[src/hw/rtl/tofh_pkg.sv]
// tofh_pkg: shared widths, reset values and codes of the time-of-flight histogram unit
// no dependencies; imported by every module of the unit

package tofh_pkg;

  // default depth of the bin memory
  localparam int unsigned NUM_BINS_DEF = 4096;

  // field widths
  localparam int unsigned CODE_W  = 8;
  localparam int unsigned TIME_W  = 24;
  localparam int unsigned BW_W    = 16;
  localparam int unsigned BIU_W   = 13;
  localparam int unsigned IDX_W   = 12;
  localparam int unsigned CNT_W   = 32;
  localparam int unsigned CFG_A_W = 2;
  localparam int unsigned CFG_D_W = 16;

  // register reset values
  localparam logic [CODE_W-1:0] RST_CODE  = 8'd4;
  localparam logic [BW_W-1:0]   RST_WIDTH = 16'd32;
  localparam logic [BIU_W-1:0]  RST_BINS  = 13'd4032;

  // configuration register indexes
  localparam logic [CFG_A_W-1:0] CFG_CODE  = 2'd0;
  localparam logic [CFG_A_W-1:0] CFG_WIDTH = 2'd1;
  localparam logic [CFG_A_W-1:0] CFG_BINS  = 2'd2;

  // result status codes
  typedef enum logic [1:0] {
    ST_COUNTED  = 2'd0,
    ST_REJECTED = 2'd1,
    ST_RANGE    = 2'd2,
    ST_READ     = 2'd3
  } status_e;

endpackage

[src/hw/rtl/tofh_divider.sv]
// tofh_divider: radix-2 restoring divider, flight time over bin width
// depends on tofh_pkg for the operand widths

module tofh_divider
  import tofh_pkg::*;
(
  input  logic              clk_i,
  input  logic              rst_ni,
  input  logic              start_i,
  input  logic [TIME_W-1:0] dividend_i,
  input  logic [BW_W-1:0]   divisor_i,
  output logic              done_o,
  output logic [TIME_W-1:0] quotient_o
);

  localparam int unsigned STEP_W = $clog2(TIME_W);
  localparam logic [STEP_W-1:0] LAST_STEP = STEP_W'(TIME_W - 1);

  logic              busy_q;
  logic              done_q;
  logic [STEP_W-1:0] step_q;
  logic [TIME_W-1:0] quo_q, quo_d;
  logic [BW_W-1:0]   div_q;
  logic [BW_W-1:0]   rem_q, rem_d;
  logic [BW_W:0]     rem_sh;
  logic [BW_W:0]     rem_diff;

  // one quotient bit per cycle; dividend bits shift out at the top
  always_comb begin
    rem_sh   = {rem_q, quo_q[TIME_W-1]};
    rem_diff = rem_sh - {1'b0, div_q};
    if (!rem_diff[BW_W]) begin
      rem_d = rem_diff[BW_W-1:0];
      quo_d = {quo_q[TIME_W-2:0], 1'b1};
    end else begin
      rem_d = rem_sh[BW_W-1:0];
      quo_d = {quo_q[TIME_W-2:0], 1'b0};
    end
  end

  // iteration control
  always_ff @(posedge clk_i or negedge rst_ni) begin
    if (!rst_ni) begin
      busy_q <= 1'b0;
      done_q <= 1'b0;
      step_q <= '0;
    end else begin
      done_q <= 1'b0;
      if (start_i) begin
        busy_q <= 1'b1;
        step_q <= '0;
      end else if (busy_q) begin
        step_q <= step_q + 1'b1;
        if (step_q == LAST_STEP) begin
          busy_q <= 1'b0;
          done_q <= 1'b1;
        end
      end
    end
  end

  // datapath
  always_ff @(posedge clk_i) begin
    if (start_i) begin
      quo_q <= dividend_i;
      rem_q <= '0;
      div_q <= divisor_i;
    end else if (busy_q) begin
      quo_q <= quo_d;
      rem_q <= rem_d;
    end
  end

  assign done_o     = done_q;
  assign quotient_o = quo_q;

endmodule

[config.mk]
export PLATFORM = sky130hd
export DESIGN_NAME = tofh_divider
export DESIGN_NICKNAME = d
export VERILOG_FILES = /design/src/hw/rtl/tofh_pkg.sv /design/src/hw/rtl/tofh_divider.sv
export SDC_FILE = /design/constraint.sdc
export NUM_CORES = 1
export LEC_CHECK = 0
export BUFFER_PORTS_ARGS = -buffer_cell sky130_fd_sc_hd__clkbuf_2
export CAP_MARGIN = 20
export CORE_MARGIN = 2
export CORE_UTILIZATION = 50
export DETAILED_ROUTE_END_ITERATION = 10
export PLACE_DENSITY = 0.78
export SYNTH_ARGS = -nofsm -noshare
export SYNTH_HDL_FRONTEND = slang
export SYNTH_SLANG_ARGS = --single-unit
[constraint.sdc]
create_clock -name clk_i -period 3 [get_ports clk_i]
set_input_delay 0.6 -clock clk_i [delete_from_list [all_inputs] [get_ports clk_i]]
set_output_delay 0.6 -clock clk_i [all_outputs]
set_load 0.02 [all_outputs]
==> flow_summary.toml, run 1 <==
[layout]
area_growth_pct = 19.7
multiInputGateArea_sq_um = 1620
nets = 445
fillers = 552
drive_above_1_share = 0.306
seq_area_sq_um = 1700
final_common_cell = "clkbuf_2"
final_cell_mix = "67 x clkbuf_2, 40 x edfxtp_1, 29 x nor2_1"
final_cell_area_sq_um = 4140
diodes = 0
postLayoutCoreUtil = 0.612
final_cell_count_no_fill = 469

[global_route]
grt_use_total = 0.194
grt_max_degree = 35
overflow = 0
grt_antenna_before_repair = 0
grt_pass1_wl_um = 11400
grt_pass1_vias = 2534

[timing]
worst_pin_slew_ns = 0.660
hold_viol_final = 0
drv_slew = 0
holdWs_ns = 0.0776
rsz0062_at_grt = "false"
fmax_ghz = 0.354
skew_ns = 0.0111
finalSetupViolCount = 0
tns_ns = 0
fin_crit_sh = 0.941
relSlewSlack = 0.553
fin_ws_ns = 0.178
fin_crit_ns = 2.82

[floorplanning]
fp.dieW_um = 87.2
die_area_sq_um = 7600
core_sq_um = 6760
start_util = 0.512
die_h_um = 87.2
rows = 30
ios = 68

[place]
hpwlAfterDp_um = 5030
placed_cells = 451
io_buffers = 67
dpl_worst_slack_ns = 0.212
place_congestion = 0.893
dpl-instance-area_sq_um = 3860

[logic_synthesis]
netlist_area_sq_um = 3460
synth-seq-area-share = 0.491
ys_seq_elements = 63
syn_inst = 315
synth_cell_types = 58
synth_warnings = 0
syn_avg_cell_area_sq_um = 11.0
async_flop_share = 0.111
ys.flop_type = "edfxtp_1"
synth-edff-count = 40
synth_fp_nets = 376

[job]
drv_cap = 0

[setup_path]
crit_type = "reg2reg"
worst_setup_path_start_kind = "flip-flop"
cp.required_ns = 3.26
cp-startpoint = "div_q[6]"
crit_path_max_fanout = 7
reg2reg_setup_slack_ns = 0.18
cp.arrival_ns = 3.08
r2r_cells = 9
end_kind = "flip-flop"
timing.rr.start = "div_q[6]"

[detailed_routing]
num_vias = 2626
wirelength_um = 7180
firstDrtPassIters = 4
drt_iter0_drc = 137
antenna_left = 0
routed_via_density = 5.60
wire_per_inst_um = 15.3
remaining_drc_errors = 0

[clock_network]
numCtsBuffers = 9
cts_max_path_buffers = 2
root_buffer = "clkbuf_8"
clock_latency_ns = 0.35
htreeDepth = 3
cts_tree = "done"
clock_sinks = 63
clk_pin_slew_ns = 0.08

[power]
max-vdd-ir-drop_uv = 391
total_power_mw = 3.66
powerDensity_nw_per_um2 = 884
leakage_nw = 1.89

[hold_path]
hold_class = "in2async"

[run_status]
status = "finished, final reports clean"
==> cell usage after synthesis, types with 4 or more instances <==
library cell | number | share of area
o21ai_0 | 4 | 0.0058
nand4_1 | 4 | 0.0072
ha_1 | 17 | 0.062
clkbuf_1 | 8 | 0.0087
mux2_2 | 23 | 0.075
inv_1 | 21 | 0.023
a211oi_1 | 9 | 0.020
xor2_1 | 9 | 0.023
xnor2_1 | 5 | 0.013
nor2_1 | 29 | 0.031
nand2_1 | 21 | 0.023
dfrtp_1 | 7 | 0.051
o211ai_1 | 4 | 0.0087
buf_1 | 4 | 0.0043
nor3_1 | 7 | 0.010
nor2b_1 | 4 | 0.0072
a21oi_1 | 12 | 0.017
mux2i_1 | 10 | 0.029
edfxtp_1 | 40 | 0.35
dfxtp_1 | 16 | 0.093
o21a_1 | 5 | 0.011
==> path summary, 6_finish.rpt <==
| check | endpoint |
|---|---|
| max | rem_q[15] |
| min | step_q[0] |
| max reg2reg | rem_q[15] |
| min reg2reg | rem_q[4] |
| max in group asynchronous | busy_q |
| min in group clk_i | div_q[8] |
==> metal layers <==
metal / GRT usage / share of wire / up-vias
met5: 0 / 0 / -
met3: 0.0616 / 0.045 / 21
met1: 0.238 / 0.43 / 1236
met2: 0.314 / 0.50 / 73
li1: - / - / 1296
met4: 0.0867 / 0.025 / 0
==> worst max-delay path: stages, from the launching register on <==
cell	delay (ns)
edfxtp_1	0.33
inv_1	0.04
ha_1	0.39
a221o_1	0.42
or3_1	0.37
nor3_2	0.19
nor2_1	0.09
and3_1	0.18
or4_1	0.48
a311oi_2	0.23
==> cell type report <==
| class | instances | area share |
|---|---|---|
| Clock inverter | 7 | 0.0293 |
| Tap cell | 80 | 0.0242 |
| Clock buffer | 9 | 0.0299 |
| Sequential cell | 63 | 0.410 |
| Inverter | 21 | 0.0191 |
| Timing Repair Buffer | 74 | 0.0956 |
| Multi-Input combinational cell | 215 | 0.392 |
==> cell families (layout without fill, tap and decap cells) <==
family,Yosys count,count (layout),share of synthesized area
buf+inv,37,111,0.0434
simple gates,88,88,0.131
flops,63,63,0.491
xor+xnor,14,14,0.0355
compound gates,62,62,0.128
mux,33,33,0.104
fa+ha+maj,18,18,0.0673
==> flip-flops by register name, summed over array words and instances (netlist names) <==
| signal | count |
|---|---|
| step_q | 5 |
| done_o | 1 |
| busy_q | 1 |
| rem_q | 16 |
| quotient_o | 24 |
| div_q | 16 |
==> where the power goes <==
part | switching [mW] | internal [mW] | leakage (nW)
combinational | 0.843 | 0.706 | 1.13
sequential | 0.112 | 1.09 | 0.632
clock | 0.350 | 0.554 | 0.123
==> timing repair <==
item                                    in CTS  in global routing
endpoints found under the setup margin       0                 11
setup buffers                                0                  2
gates resized for setup                      0                  4
hold buffers                                 0                  0
No activity file was read; power rests on OpenSTA's default activity.
==> run 2, diff against run 1 <==
--- a/config.mk
+++ b/config.mk
@@ -10,7 +10,9 @@
 export CORE_MARGIN = 2
 export CORE_UTILIZATION = 50
 export DETAILED_ROUTE_END_ITERATION = 10
+export HOLD_SLACK_MARGIN = 0.03
 export PLACE_DENSITY = 0.78
+export SETUP_SLACK_MARGIN = 0.3
 export SYNTH_ARGS = -nofsm -noshare
 export SYNTH_HDL_FRONTEND = slang
 export SYNTH_SLANG_ARGS = --single-unit
==> flow_summary.toml, run 2 (same netlist as run 1, synthesis figures left out) <==
[global_route]
grt_pass1_wl_um = 12100
grt_antenna_before_repair = 0
overflow = 0
grt_pass1_vias = 2625
grt_max_degree = 36
grt_use_total = 0.205

[timing]
tns_ns = 0
skew_ns = 0.00912
holdWs_ns = 0.0900
fin_crit_ns = 2.67
rsz0062_at_grt = "true"
relSlewSlack = 0.619
finalSetupViolCount = 0
fmax_ghz = 0.374
fin_ws_ns = 0.325
drv_slew = 0
worst_pin_slew_ns = 0.571
hold_viol_final = 0
fin_crit_sh = 0.892

[detailed_routing]
firstDrtPassIters = 5
wirelength_um = 7850
antenna_left = 0
remaining_drc_errors = 0
num_vias = 2773
routed_via_density = 5.72
drt_iter0_drc = 177
wire_per_inst_um = 16.2

[layout]
postLayoutCoreUtil = 0.630
final_cell_area_sq_um = 4250
fillers = 526
area_growth_pct = 23.1
final_cell_count_no_fill = 485
nets = 461
diodes = 0
largest_register_ffs = 24
drive_above_1_share = 0.368
final_cell_mix = "67 x clkbuf_2, 40 x edfxtp_1, 29 x nor2_1"
final_common_cell = "clkbuf_2"

[clock_network]
cts_max_path_buffers = 2
cts_tree = "done"
htreeDepth = 3
clock_latency_ns = 0.33
root_buffer = "clkbuf_8"
clock_sinks = 63
clk_pin_slew_ns = 0.07
numCtsBuffers = 9

[power]
total_power_mw = 3.64
powerDensity_nw_per_um2 = 855
p_sw_mw = 1.38
switching_share = 0.378
power_frac_comb = 0.499
leakage_nw = 1.91
p_int_mw = 2.26
p_seq_frac = 0.335
pwr-share-clk = 0.166
max-vdd-ir-drop_uv = 319

[setup_path]
worst_setup_path_start_kind = "flip-flop"
cp.required_ns = 3.24
crit_family = "compound AO/OA/AOI/OAI gates"
reg2reg_setup_slack_ns = 0.33
timing.rr.start = "quotient_o[23]"
cp-startpoint = "quotient_o[23]"
r2r_cells = 10
slowest_stage = "or4_4"
path_buf_inv = 1
reg2reg_to = "rem_q[15]"
end_kind = "flip-flop"
path_cells = "inv_1, ha_2, fa_2, nor2b_2, o31a_1, o21ai_2, o211ai_1, nor3b_4, or4_4, a311oi_2"
max_stage_delay_ns = 0.53
crit_path_max_fanout = 5
crit_type = "reg2reg"
cp.arrival_ns = 2.92

[floorplanning]
die_area_sq_um = 7600
core_sq_um = 6760
die_h_um = 87.2
ios = 68
fp.dieW_um = 87.2
start_util = 0.512
rows = 30

[place]
hpwlAfterDp_um = 5050
io_buffers = 67
dpl_worst_slack_ns = 0.282
placed_cells = 453
place_congestion = 0.894
dpl-instance-area_sq_um = 3870

[run_status]
status = "finished, final reports clean"

[hold_path]
hold_class = "in2async"

[job]
drv_cap = 0
[run 2: worst reg2reg max path, delay by kind of cell, from the launching register on]
kind,cells,cell delay (ns)
AND/OR/NAND/NOR,3,0.78
AO/OA/AOI/OAI,4,0.90
flip-flops,1,0.41
adder cells (fa/ha/maj),2,0.42
buffers and inverters,1,0.08
[run 2: cell type report]
cell class / instances / area, sq um / area share
clock inverters: 6 / 28.8 / 0.00676
repair buffers: 90 / 519 / 0.122
multi-input cells: 215 / 1700 / 0.400
clock buffers: 10 / 128 / 0.0300
well taps: 80 / 100 / 0.0235
flip-flops and latches: 63 / 1700 / 0.399
inverters: 21 / 78.8 / 0.0185
[run 2: what timing repair did]
item | in CTS | in global routing
setup buffers | 12 | 4
setup endpoints to repair | 11 | 17
pin swaps | 5 | 18
gates resized for setup | 5 | 21
hold endpoints to repair | 0 | 0
hold buffers | 0 | 0
[run 2: routing by layer]
layer / up-vias / wire length [um] / GRT usage
li1: 1333 / - / -
met1: 1323 / 3210 / 0.263
met5: - / 0 / 0
met2: 94 / 4120 / 0.339
met4: 0 / 199 / 0.0951
met3: 23 / 330 / 0.0370
[run 2: how the worst max path moves through the flow]
| stage | endpoint | depth (start not counted) | slack, ns |
|---|---|---|---|
| after global routing | rem_q[15] | 10 | 0.21 |
| after CTS | rem_q[9] | 10 | 0.32 |
| after floorplan | rem_q[10] | 11 | 0.29 |
| after global placement | rem_q[15] | 9 | 0.34 |
| after detailed placement | rem_q[15] | 9 | 0.28 |
| final | rem_q[15] | 10 | 0.33 |
[run 2: power groups by stage]
stage,logic [mW],registers [mW],clock network [mW]
after floorplan,1.12,1.25,0
after global routing,1.98,1.24,0.656
after global placement,1.46,1.21,0
final,1.82,1.22,0.603
after CTS,1.64,1.21,0.616
after detailed placement,1.49,1.22,0
